===== src/hdl/assert_macros.svh =====
// Assertion helpers used by the top-level RTL file
`ifndef ASSERT_MACROS_SVH
`define ASSERT_MACROS_SVH

// Generic clocked check, disabled while reset is asserted (active low)
`define I2CBS_ASSERT(lbl, clk, rstn, prop, msg) \
    lbl: assert property (@(posedge clk) disable iff (!rstn) prop) else $error(msg);

// Check on the block clock and reset
`define I2CBS_ASSERT_CLK(lbl, prop, msg) `I2CBS_ASSERT(lbl, aclk, aresetn, prop, msg)

`endif


===== src/hdl/i2cbs_pkg.sv =====
`timescale 1ns / 1ps

package i2cbs_pkg;

    // Default width of the prescale counter
    localparam int PrescaleWidthDef = 16;

    // Configuration write port
    localparam int CfgDataW  = 16;
    localparam int CfgIndexW = 2;

    // Register reset values
    localparam logic [15:0] TicksPerDelayRst = 16'd16;
    localparam logic [7:0]  AckTimeoutRst    = 8'd250;

    // Command codes carried with each tick
    typedef enum logic [2:0] {
        CMD_NONE  = 3'd0,
        CMD_START = 3'd1,
        CMD_STOP  = 3'd2,
        CMD_WRITE = 3'd3,
        CMD_READ  = 3'd4,
        CMD_WIPER = 3'd5
    } command_t;

    // Register indexes on the configuration port
    typedef enum logic [CfgIndexW-1:0] {
        REG_TICKS_PER_DELAY = 2'd0,
        REG_DEVICE_ADDR     = 2'd1,
        REG_WIPER_ADDR      = 2'd2,
        REG_ACK_TIMEOUT     = 2'd3
    } cfg_reg_t;

    typedef struct packed {
        logic [15:0] ticks_per_delay;
        logic [7:0]  device_write_address;
        logic [7:0]  wiper_register_address;
        logic [7:0]  ack_timeout;
    } cfg_t;

    // One tick as it enters the sequencer
    typedef struct packed {
        logic [2:0] command;
        logic [7:0] data_byte;
        logic       ack_after_read;
        logic       sda_sample;
    } item_t;

    // Line and status levels after one tick
    typedef struct packed {
        logic       scl_out;
        logic       sda_out;
        logic       sda_drive_enable;
        logic       busy_res;
        logic       op_done;
        logic [7:0] read_data;
        logic       ack_missing;
    } result_t;

endpackage


===== src/hdl/i2cbs_cfg_regs.sv =====
`timescale 1ns / 1ps

module i2cbs_cfg_regs (
    input  logic                              aclk,
    input  logic                              aresetn,
    input  logic                              cfg_write_en,
    input  logic [i2cbs_pkg::CfgIndexW-1:0]   cfg_index,
    input  logic [i2cbs_pkg::CfgDataW-1:0]    cfg_write_data,
    output i2cbs_pkg::cfg_t                   cfg
);
    import i2cbs_pkg::*;

    cfg_t cfg_reg;

    // Register file, written with no wait state
    always_ff @(posedge aclk) begin
        if (!aresetn) begin
            cfg_reg.ticks_per_delay        <= TicksPerDelayRst;
            cfg_reg.device_write_address   <= '0;
            cfg_reg.wiper_register_address <= '0;
            cfg_reg.ack_timeout            <= AckTimeoutRst;
        end else if (cfg_write_en) begin
            unique case (cfg_reg_t'(cfg_index))
                REG_TICKS_PER_DELAY: cfg_reg.ticks_per_delay <= cfg_write_data;
                REG_DEVICE_ADDR:     cfg_reg.device_write_address <= cfg_write_data[7:0];
                REG_WIPER_ADDR:      cfg_reg.wiper_register_address <= cfg_write_data[7:0];
                REG_ACK_TIMEOUT:     cfg_reg.ack_timeout <= cfg_write_data[7:0];
                default: ;
            endcase
        end
    end

    assign cfg = cfg_reg;

endmodule


===== src/hdl/i2cbs_seq_core.sv =====
`timescale 1ns / 1ps

module i2cbs_seq_core #(
    parameter int PRESCALE_WIDTH = i2cbs_pkg::PrescaleWidthDef
) (
    input  logic                aclk,
    input  logic                aresetn,
    input  i2cbs_pkg::cfg_t     cfg,
    input  logic                item_fire,
    input  i2cbs_pkg::item_t    item,
    output i2cbs_pkg::result_t  result
);
    import i2cbs_pkg::*;

    // Compare width wide enough for both the counter and the register
    localparam int CW = (PRESCALE_WIDTH > CfgDataW) ? PRESCALE_WIDTH : CfgDataW;

    typedef enum logic [3:0] {
        PH_IDLE, PH_ST_A, PH_ST_B, PH_SP_A, PH_SP_B,
        PH_TX_A, PH_TX_B, PH_TX_C, PH_TX_D, PH_ACK,
        PH_RD_A, PH_RD_B, PH_RD_C, PH_AK_A, PH_AK_B, PH_AK_C
    } phase_t;

    phase_t                    phase_reg, phase_next, enter_ph;
    logic [PRESCALE_WIDTH-1:0] unit_counter_reg, unit_counter_next, cnt_inc;
    logic [1:0]                units_left_reg, units_left_next;
    logic [3:0]                bit_count_reg, bit_count_next;
    logic [7:0]                shift_data_reg, shift_data_next;
    logic [7:0]                wait_count_reg, wait_count_next;
    logic [1:0]                byte_index_reg, byte_index_next;
    logic [7:0]                read_data_reg, read_data_next;
    logic                      error_flag_reg, error_flag_next;
    logic                      scl_reg, scl_next;
    logic                      sda_reg, sda_next;
    logic                      drive_reg, drive_next;
    logic                      wiper_op_reg, wiper_op_next;
    logic [7:0]                wiper_value_reg, wiper_value_next;
    logic                      done_next;
    logic                      do_enter;
    logic [CW-1:0]             tpd_ext, cap_ext, tpd_eff, cnt_inc_ext;

    // Effective prescale: zero acts as one, clamp to the counter range
    assign tpd_ext     = CW'(cfg.ticks_per_delay);
    assign cap_ext     = CW'({PRESCALE_WIDTH{1'b1}});
    assign tpd_eff     = (tpd_ext == '0) ? {{(CW-1){1'b0}}, 1'b1}
                       : ((tpd_ext > cap_ext) ? cap_ext : tpd_ext);
    assign cnt_inc     = unit_counter_reg + 1'b1;
    assign cnt_inc_ext = CW'(cnt_inc);

    // Next state for one tick: step expiry first, then entry actions
    always_comb begin
        phase_next        = phase_reg;
        unit_counter_next = unit_counter_reg;
        units_left_next   = units_left_reg;
        bit_count_next    = bit_count_reg;
        shift_data_next   = shift_data_reg;
        wait_count_next   = wait_count_reg;
        byte_index_next   = byte_index_reg;
        read_data_next    = read_data_reg;
        error_flag_next   = error_flag_reg;
        scl_next          = scl_reg;
        sda_next          = sda_reg;
        drive_next        = drive_reg;
        wiper_op_next     = wiper_op_reg;
        wiper_value_next  = wiper_value_reg;
        done_next         = 1'b0;
        do_enter          = 1'b0;
        enter_ph          = PH_IDLE;

        if (item_fire) begin
            if (phase_reg != PH_IDLE) begin
                unit_counter_next = cnt_inc;
                if (cnt_inc_ext >= tpd_eff) begin
                    unit_counter_next = '0;
                    if (units_left_reg != 2'd0) begin
                        units_left_next = units_left_reg - 2'd1;
                    end else begin
                        // Delay of the current step has run out
                        unique case (phase_reg)
                            PH_ST_A: begin do_enter = 1'b1; enter_ph = PH_ST_B; end
                            PH_ST_B: begin
                                scl_next = 1'b0;
                                if (wiper_op_reg) begin
                                    byte_index_next = 2'd0;
                                    shift_data_next = cfg.device_write_address;
                                    do_enter        = 1'b1;
                                    enter_ph        = PH_TX_A;
                                end else begin
                                    phase_next    = PH_IDLE;
                                    wiper_op_next = 1'b0;
                                    done_next     = 1'b1;
                                end
                            end
                            PH_SP_A: begin do_enter = 1'b1; enter_ph = PH_SP_B; end
                            PH_SP_B: begin
                                sda_next      = 1'b1;
                                phase_next    = PH_IDLE;
                                wiper_op_next = 1'b0;
                                done_next     = 1'b1;
                            end
                            PH_TX_A: begin do_enter = 1'b1; enter_ph = PH_TX_B; end
                            PH_TX_B: begin do_enter = 1'b1; enter_ph = PH_TX_C; end
                            PH_TX_C: begin do_enter = 1'b1; enter_ph = PH_TX_D; end
                            PH_TX_D: begin
                                bit_count_next = bit_count_reg + 4'd1;
                                do_enter       = 1'b1;
                                enter_ph       = bit_count_next[3] ? PH_ACK : PH_TX_B;
                            end
                            PH_ACK: begin
                                if (!item.sda_sample) begin
                                    // Slave acknowledged
                                    scl_next = 1'b0;
                                    if (wiper_op_reg) begin
                                        do_enter = 1'b1;
                                        if (byte_index_reg < 2'd2) begin
                                            byte_index_next = byte_index_reg + 2'd1;
                                            shift_data_next = (byte_index_reg == 2'd0)
                                                            ? cfg.wiper_register_address
                                                            : wiper_value_reg;
                                            enter_ph        = PH_TX_A;
                                        end else begin
                                            enter_ph = PH_SP_A;
                                        end
                                    end else begin
                                        phase_next    = PH_IDLE;
                                        wiper_op_next = 1'b0;
                                        done_next     = 1'b1;
                                    end
                                end else if (wait_count_reg >= cfg.ack_timeout) begin
                                    // Timed out: flag it and close with a stop
                                    error_flag_next = 1'b1;
                                    wiper_op_next   = 1'b0;
                                    do_enter        = 1'b1;
                                    enter_ph        = PH_SP_A;
                                end else begin
                                    wait_count_next = wait_count_reg + 8'd1;
                                    units_left_next = 2'd0;
                                end
                            end
                            PH_RD_A: begin do_enter = 1'b1; enter_ph = PH_RD_B; end
                            PH_RD_B: begin do_enter = 1'b1; enter_ph = PH_RD_C; end
                            PH_RD_C: begin
                                bit_count_next = bit_count_reg + 4'd1;
                                do_enter       = 1'b1;
                                enter_ph       = bit_count_next[3] ? PH_AK_A : PH_RD_B;
                            end
                            PH_AK_A: begin do_enter = 1'b1; enter_ph = PH_AK_B; end
                            PH_AK_B: begin do_enter = 1'b1; enter_ph = PH_AK_C; end
                            PH_AK_C: begin
                                scl_next       = 1'b0;
                                read_data_next = shift_data_reg;
                                phase_next     = PH_IDLE;
                                wiper_op_next  = 1'b0;
                                done_next      = 1'b1;
                            end
                            default: phase_next = PH_IDLE;
                        endcase
                    end
                end
            end else begin
                // Idle: take a new command
                unique case (item.command)
                    CMD_START, CMD_WIPER: begin
                        wiper_op_next    = (item.command == CMD_WIPER);
                        wiper_value_next = item.data_byte;
                        do_enter         = 1'b1;
                        enter_ph         = PH_ST_A;
                    end
                    CMD_STOP: begin
                        wiper_op_next = 1'b0;
                        do_enter      = 1'b1;
                        enter_ph      = PH_SP_A;
                    end
                    CMD_WRITE: begin
                        wiper_op_next   = 1'b0;
                        shift_data_next = item.data_byte;
                        do_enter        = 1'b1;
                        enter_ph        = PH_TX_A;
                    end
                    CMD_READ: begin
                        wiper_op_next   = 1'b0;
                        wait_count_next = {7'd0, item.ack_after_read};
                        do_enter        = 1'b1;
                        enter_ph        = PH_RD_A;
                    end
                    default: ;
                endcase
            end
        end

        // Entry actions of the new step; one delay unit unless units_left is set here
        if (do_enter) begin
            phase_next        = enter_ph;
            unit_counter_next = '0;
            units_left_next   = 2'd0;
            unique case (enter_ph)
                PH_ST_A: begin
                    drive_next = 1'b1; sda_next = 1'b1; scl_next = 1'b1;
                    units_left_next = 2'd2;
                end
                PH_ST_B: sda_next = 1'b0;
                PH_SP_A: begin drive_next = 1'b1; sda_next = 1'b0; end
                PH_SP_B: begin scl_next = 1'b1; units_left_next = 2'd2; end
                PH_TX_A: begin drive_next = 1'b1; scl_next = 1'b0; bit_count_next = 4'd0; end
                PH_TX_B: begin
                    sda_next        = shift_data_next[7];
                    shift_data_next = {shift_data_next[6:0], 1'b0};
                end
                PH_TX_C: scl_next = 1'b1;
                PH_TX_D: scl_next = 1'b0;
                PH_ACK: begin
                    drive_next = 1'b0; sda_next = 1'b1; scl_next = 1'b1;
                    wait_count_next = 8'd0; error_flag_next = 1'b0;
                end
                PH_RD_A: begin drive_next = 1'b0; bit_count_next = 4'd0; shift_data_next = 8'd0; end
                PH_RD_B: scl_next = 1'b0;
                PH_RD_C: begin
                    scl_next        = 1'b1;
                    shift_data_next = {shift_data_next[6:0], item.sda_sample};
                end
                PH_AK_A: begin scl_next = 1'b0; drive_next = 1'b1; end
                PH_AK_B: sda_next = ~wait_count_next[0];
                PH_AK_C: scl_next = 1'b1;
                default: phase_next = PH_IDLE;
            endcase
        end
    end

    // State and line registers
    always_ff @(posedge aclk) begin
        if (!aresetn) begin
            phase_reg        <= PH_IDLE;
            unit_counter_reg <= '0;
            units_left_reg   <= 2'd0;
            bit_count_reg    <= 4'd0;
            shift_data_reg   <= 8'd0;
            wait_count_reg   <= 8'd0;
            byte_index_reg   <= 2'd0;
            read_data_reg    <= 8'd0;
            error_flag_reg   <= 1'b0;
            scl_reg          <= 1'b1;
            sda_reg          <= 1'b1;
            drive_reg        <= 1'b1;
            wiper_op_reg     <= 1'b0;
            wiper_value_reg  <= 8'd0;
        end else begin
            phase_reg        <= phase_next;
            unit_counter_reg <= unit_counter_next;
            units_left_reg   <= units_left_next;
            bit_count_reg    <= bit_count_next;
            shift_data_reg   <= shift_data_next;
            wait_count_reg   <= wait_count_next;
            byte_index_reg   <= byte_index_next;
            read_data_reg    <= read_data_next;
            error_flag_reg   <= error_flag_next;
            scl_reg          <= scl_next;
            sda_reg          <= sda_next;
            drive_reg        <= drive_next;
            wiper_op_reg     <= wiper_op_next;
            wiper_value_reg  <= wiper_value_next;
        end
    end

    // Levels after this tick, captured by the output stage
    always_comb begin
        result.scl_out          = scl_next;
        result.sda_out          = sda_next;
        result.sda_drive_enable = drive_next;
        result.busy_res         = (phase_next != PH_IDLE);
        result.op_done          = done_next;
        result.read_data        = read_data_next;
        result.ack_missing      = error_flag_next;
    end

endmodule


===== src/hdl/i2cbs_out_buf.sv =====
`timescale 1ns / 1ps

module i2cbs_out_buf (
    input  logic                aclk,
    input  logic                aresetn,
    input  logic                in_valid,
    output logic                in_ready,
    input  i2cbs_pkg::result_t  in_data,
    output logic                out_valid,
    input  logic                out_ready,
    output i2cbs_pkg::result_t  out_data
);
    import i2cbs_pkg::*;

    result_t main_data_reg, skid_data_reg;
    logic    main_valid_reg, skid_valid_reg;
    logic    pop;

    assign pop      = main_valid_reg & out_ready;
    assign in_ready = ~skid_valid_reg;

    // Valid flags of the output register and the skid entry
    always_ff @(posedge aclk) begin
        if (!aresetn) begin
            main_valid_reg <= 1'b0;
            skid_valid_reg <= 1'b0;
        end else if (skid_valid_reg) begin
            if (pop) begin
                skid_valid_reg <= 1'b0;
            end
        end else if (in_valid) begin
            if (!main_valid_reg || pop) begin
                main_valid_reg <= 1'b1;
            end else begin
                skid_valid_reg <= 1'b1;
            end
        end else if (pop) begin
            main_valid_reg <= 1'b0;
        end
    end

    // Payload, no reset needed
    always_ff @(posedge aclk) begin
        if (skid_valid_reg) begin
            if (pop) begin
                main_data_reg <= skid_data_reg;
            end
        end else if (in_valid) begin
            if (!main_valid_reg || pop) begin
                main_data_reg <= in_data;
            end else begin
                skid_data_reg <= in_data;
            end
        end
    end

    assign out_valid = main_valid_reg;
    assign out_data  = main_data_reg;

endmodule


===== src/hdl/i2c_master_bit_sequencer_unit.sv =====
`timescale 1ns / 1ps
// Channel   | Direction | Handshake             | Payload
// ----------+-----------+-----------------------+------------------------------------------
// s_ (tick) | in        | s_valid / s_ready     | command, data_byte, ack_after_read, sda_sample
// m_ (line) | out       | m_valid / m_ready     | scl/sda levels, drive, busy, done, data, flag
// cfg_      | in        | cfg_write_en          | cfg_index, cfg_write_data
//
// One tick per clock while s_ready is high: a transfer on s_ updates the sequencer
// and its result is registered in the output stage. Reset (aresetn low, synchronous)
// gives idle, SCL and SDA high, SDA driven. A two-entry output stage keeps s_ready
// high while one result waits; s_ready drops only when both entries are full.
`include "assert_macros.svh"

module i2c_master_bit_sequencer_unit #(
    parameter int PRESCALE_WIDTH = i2cbs_pkg::PrescaleWidthDef
) (
    input  logic                             aclk,
    input  logic                             aresetn,
    // configuration
    input  logic                             cfg_write_en,
    input  logic [i2cbs_pkg::CfgIndexW-1:0]  cfg_index,
    input  logic [i2cbs_pkg::CfgDataW-1:0]   cfg_write_data,
    // tick input
    input  logic                             s_valid,
    output logic                             s_ready,
    input  logic [2:0]                       s_command,
    input  logic [7:0]                       s_data_byte,
    input  logic                             s_ack_after_read,
    input  logic                             s_sda_sample,
    // line result
    output logic                             m_valid,
    input  logic                             m_ready,
    output logic                             m_scl_out,
    output logic                             m_sda_out,
    output logic                             m_sda_drive_enable,
    output logic                             m_busy_res,
    output logic                             m_op_done,
    output logic [7:0]                       m_read_data,
    output logic                             m_ack_missing
);
    import i2cbs_pkg::*;

    cfg_t    cfg;
    item_t   item;
    result_t core_result, out_result;
    logic    in_fire;

    assign in_fire = s_valid & s_ready;

    always_comb begin
        item.command        = s_command;
        item.data_byte      = s_data_byte;
        item.ack_after_read = s_ack_after_read;
        item.sda_sample     = s_sda_sample;
    end

    i2cbs_cfg_regs u_cfg (
        .aclk           (aclk),
        .aresetn        (aresetn),
        .cfg_write_en   (cfg_write_en),
        .cfg_index      (cfg_index),
        .cfg_write_data (cfg_write_data),
        .cfg            (cfg)
    );

    i2cbs_seq_core #(
        .PRESCALE_WIDTH (PRESCALE_WIDTH)
    ) u_core (
        .aclk      (aclk),
        .aresetn   (aresetn),
        .cfg       (cfg),
        .item_fire (in_fire),
        .item      (item),
        .result    (core_result)
    );

    i2cbs_out_buf u_out (
        .aclk      (aclk),
        .aresetn   (aresetn),
        .in_valid  (in_fire),
        .in_ready  (s_ready),
        .in_data   (core_result),
        .out_valid (m_valid),
        .out_ready (m_ready),
        .out_data  (out_result)
    );

    assign m_scl_out          = out_result.scl_out;
    assign m_sda_out          = out_result.sda_out;
    assign m_sda_drive_enable = out_result.sda_drive_enable;
    assign m_busy_res         = out_result.busy_res;
    assign m_op_done          = out_result.op_done;
    assign m_read_data        = out_result.read_data;
    assign m_ack_missing      = out_result.ack_missing;

    // Input is only held off when a result is waiting in the output register
    `I2CBS_ASSERT_CLK(a_ready_low_needs_output, !s_ready |-> m_valid, "s_ready low with empty output")
    // A finishing operation leaves the sequencer idle
    `I2CBS_ASSERT_CLK(a_done_not_busy, (m_valid && m_op_done) |-> !m_busy_res, "done while busy")
    // A full skid entry stays full until the output is taken
    `I2CBS_ASSERT_CLK(a_skid_holds, (!s_ready && !m_ready) |=> !s_ready, "skid entry lost")

endmodule


===== config.mk =====
export PLATFORM = sky130hd
export DESIGN_NAME = i2c_master_bit_sequencer_unit
export DESIGN_NICKNAME = d
export VERILOG_FILES = /design/src/hdl/i2cbs_pkg.sv /design/src/hdl/i2cbs_cfg_regs.sv /design/src/hdl/i2cbs_seq_core.sv /design/src/hdl/i2cbs_out_buf.sv /design/src/hdl/i2c_master_bit_sequencer_unit.sv
export VERILOG_INCLUDE_DIRS = /design/src /design/src/hdl
export SDC_FILE = /design/constraint.sdc
export NUM_CORES = 1
export LEC_CHECK = 0
export BUFFER_PORTS_ARGS = -buffer_cell sky130_fd_sc_hd__buf_2
export CORE_MARGIN = 1
export CORE_UTILIZATION = 40
export DETAILED_ROUTE_END_ITERATION = 6
export PLACE_DENSITY = 0.65
export REMOVE_ABC_BUFFERS = 1
export SYNTH_ARGS = -nofsm -noshare
export SYNTH_HDL_FRONTEND = slang
export SYNTH_SLANG_ARGS = --single-unit

===== constraint.sdc =====
create_clock -name aclk -period 4.6 [get_ports aclk]
set_input_delay 0.46 -clock aclk [delete_from_list [all_inputs] [get_ports aclk]]
set_output_delay 0.46 -clock aclk [all_outputs]
set_load 0.01 [all_outputs]

==> results.md <==
- Least-Margin Pin Slew: 954 ps
- PortBufs: just over 50
- First-pass GRT wire length: 29300 um
- Async set-reset flop share out of synthesis: 0
- Worst min path class: input port to flip-flop
- R2r endpoint: u_out.out_data[7]$_DFFE_PP_
- Unrepaired setup endpoints after global routing: no
- Worst Clk Skew: 11.3 ps
- Peak supply drop: 0.238 mV
- CTS tree: done
- CTS sink count: about 140
- Final count of hold timing violations: 0
- DR vias/cell: 5.56
- Count of final setup violators: 0
- CTS root buffer: clkbuf_16
- WL/cell: 16.3 um
- Slew Viols, Final: 0
- Crit path from: u_core.unit_counter_reg[0]$_SDFFE_PP0P_
- Buffers & Inverters on Critical Path: 1
- Cells on worst reg2reg path: 16
- Critical Path RT: 4780 ps
- Area growth, synth to finish: 16.1%
- Delay-heaviest family, CP: simple AND/OR/NAND/NOR gates
- Fmax: 0.231 GHz
- Routed WL: 17900 um
- Warnings from Yosys: 0
- Max reg flops: 40
- Worst Hold Depth: 2
- Worst setup SP type: flip-flop
- Pwr dens: 373 mW/mm^2
- P_leak: 3.39 nW
- Chip width: 137 um
- Vias in the first global route: 5742
- Ports: 52
- CP max stage delay: 430 ps
- Crit-path cells: ha_1 -> nand3_1 -> nor2_1 -> and2_1 -> nand3_1 -> xnor2_1 -> ha_1 -> nand4_1 -> nor2_1 -> o2111ai_1 -> o21ai_2 -> nand2_1 -> nor3_2 -> buf_4 -> mux2_2 -> mux2_2
- First-pass iteration count of the detailed router: 5
- DRC Markers: 0
- Post-synth top flop: dfxtp_1
- Setup tns final: 0 ps
- Hold path startpoint: m_ready
- Critical path class: flip-flop to flip-flop
- Worst Path Arrival: between 4000 and 5000 ps
- Die height: 137 um
- Die Area: 0.0187 sq mm
- Crit Path Max Fanout: 8
- Ant. Diodes: 0
- Hold EP: u_out.skid_valid_reg$_SDFF_PN0_
- Most common library cell in the layout ignoring fill and taps: dfxtp_1
- Total of max-cap violations: 0
- Clk pin slew, worst setup/hold paths: 60 ps
- Synth Instances: 815
- EDFF count, synth: 28
- Syn_area_per_cell: approximately 8.9 sq um
- CP max stage cell: dfxtp_1
- Status: finished clean
- Max-slew headroom: 0.361
- Distinct cell type count after synthesis: 75
- Clk buf depth: 2
- Hold Buf Count CTS: 0
- Dpl cell area: just under 0.008 sq mm
- Post-synthesis sequential area ratio: 0.412
- Worst r2r src: u_core.unit_counter_reg[0]$_SDFFE_PP0P_
- R2r setup slk: ~270 ps
- Worst hold slack: 226 ps
- Post-route design area: 0.00841 sq mm
- Vias: just over 6000
- Antenna violations before repair: 0
- Layout cell share with drive strength beyond 1: 0.175
- CTS buffer count: 17
- Core area: between 0.015 and 0.02 sq mm
- Most frequent cells in the layout: 107 x dfxtp_1, 95 x nand2_1, 90 x nor2_1
- Clock Latency Late Sink: 430 ps
- Global Route Usage Sum: 0.204
- Pwr Total: 3.14 mW
- Crit. End Element: flip-flop
- Htree depth: 4
- Syn Std Cell Area: 0.00725 sq mm
- Initial DRC Count: 375
- Post-DRT Antenna Nets: 0
- DP HPWL: 13000 um
- Flops & latches, synth: 135
- Fin util: 0.481
- Core Rows: 48
- Initial core utilization: 0.415
- Fin crit period: 4330 ps
- Grt ovf: 0
- Largest net degree at the start of global routing: 36
- Final period util: 0.941
- Final #Nets: 924
- Placer Congestion: 0.895
-- worst max-delay path by stage --
stage	cells past startpoint	slack [ps]	endpoint
after detailed placement	16	230	u_out.out_data[7]$_DFFE_PP_
after CTS	16	210	u_out.out_data[7]$_DFFE_PP_
after global placement	16	400	u_out.out_data[6]$_DFFE_PP_
after global routing	16	20	u_out.out_data[7]$_DFFE_PP_
after floorplan	15	550	u_out.out_data[1]$_DFFE_PP_
final	16	270	u_out.out_data[7]$_DFFE_PP_
-- cells in the mapped netlist, types with 6 or more instances --
library cell | count | area [sq um]
o211ai_1 | 11 | 82.6
a31oi_1 | 11 | 68.8
a221oi_1 | 8 | 70.1
nand3_1 | 26 | 130
and2_1 | 13 | 81.3
inv_1 | 28 | 105
o21ai_1 | 10 | 50.1
xnor2_1 | 16 | 140
nand2_1 | 95 | 357
a22oi_1 | 9 | 67.6
nor2_1 | 90 | 338
ha_1 | 28 | 350
mux2i_1 | 34 | 340
and3_1 | 10 | 62.6
o21ai_0 | 26 | 130
buf_2 | 9 | 45.0
a211oi_1 | 13 | 97.6
a21oi_1 | 58 | 290
or3_1 | 7 | 43.8
nor3_1 | 14 | 70.1
dfxtp_1 | 107 | 2140
clkbuf_1 | 27 | 101
edfxtp_1 | 28 | 841
nand3b_1 | 6 | 45.0
nand2b_1 | 6 | 37.5
nand4_1 | 7 | 43.8
xor2_1 | 7 | 61.3
o221a_2 | 7 | 78.8
mux2_2 | 21 | 236
-- where the power goes --
part	total, mW	switching, mW	internal, mW
Sequential	1.28	0.0327	1.25
Clock	1.54	0.517	1.03
Combinational	0.313	0.202	0.111
Total	3.14	0.752	2.39
-- layout make-up --
cell class / instances / area (sq um)
repair buffers: 64 / 353
well taps: 225 / 282
flip-flops and latches: 135 / 2980
clock inverters: 10 / 188
fillers: 1660 / 9070
multi-input cells: 610 / 4000
clock buffers: 22 / 485
inverters: 32 / 120
-- stage by stage --
| step | cells | setup slack [ps] |
|---|---|---|
| after floorplan | 776 | 551 |
| after global placement | 1063 | 404 |
| after detailed placement | 1063 | 229 |
| after CTS | 1095 | 209 |
| after global routing | 1098 | 21.6 |
| final | 1098 | 269 |
-- cells by family (layout without fill, tap and decap cells) --
| group | after synthesis | in the layout | synth area share |
|---|---|---|---|
| and+or+nand+nor | 305 | 305 | 0.204 |
| AOI/OAI and AO/OA | 198 | 199 | 0.190 |
| xor gates and xnor gates | 23 | 23 | 0.0278 |
| buffers and inverters | 71 | 128 | 0.0388 |
| muxes | 55 | 55 | 0.0796 |
| adders and majority gates | 28 | 28 | 0.0483 |
| DFF | 135 | 135 | 0.412 |
-- timing repair --
| action | 4_1_cts | 5_1_grt |
|---|---|---|
| endpoints found under the setup margin | 0 | 12 |
| setup buffers | 0 | 2 |
| resized for setup | 0 | 2 |
| endpoints found under the hold margin | 0 | 0 |
-- routing by layer --
metal,track usage,up-vias,wire length (um)
met4,0.0710,0,356
li1,-,3054,-
met1,0.280,2856,8590
met3,0.0570,30,1030
met2,0.305,166,7920
met5,0,-,0
No activity file was read; power rests on OpenSTA's default activity.
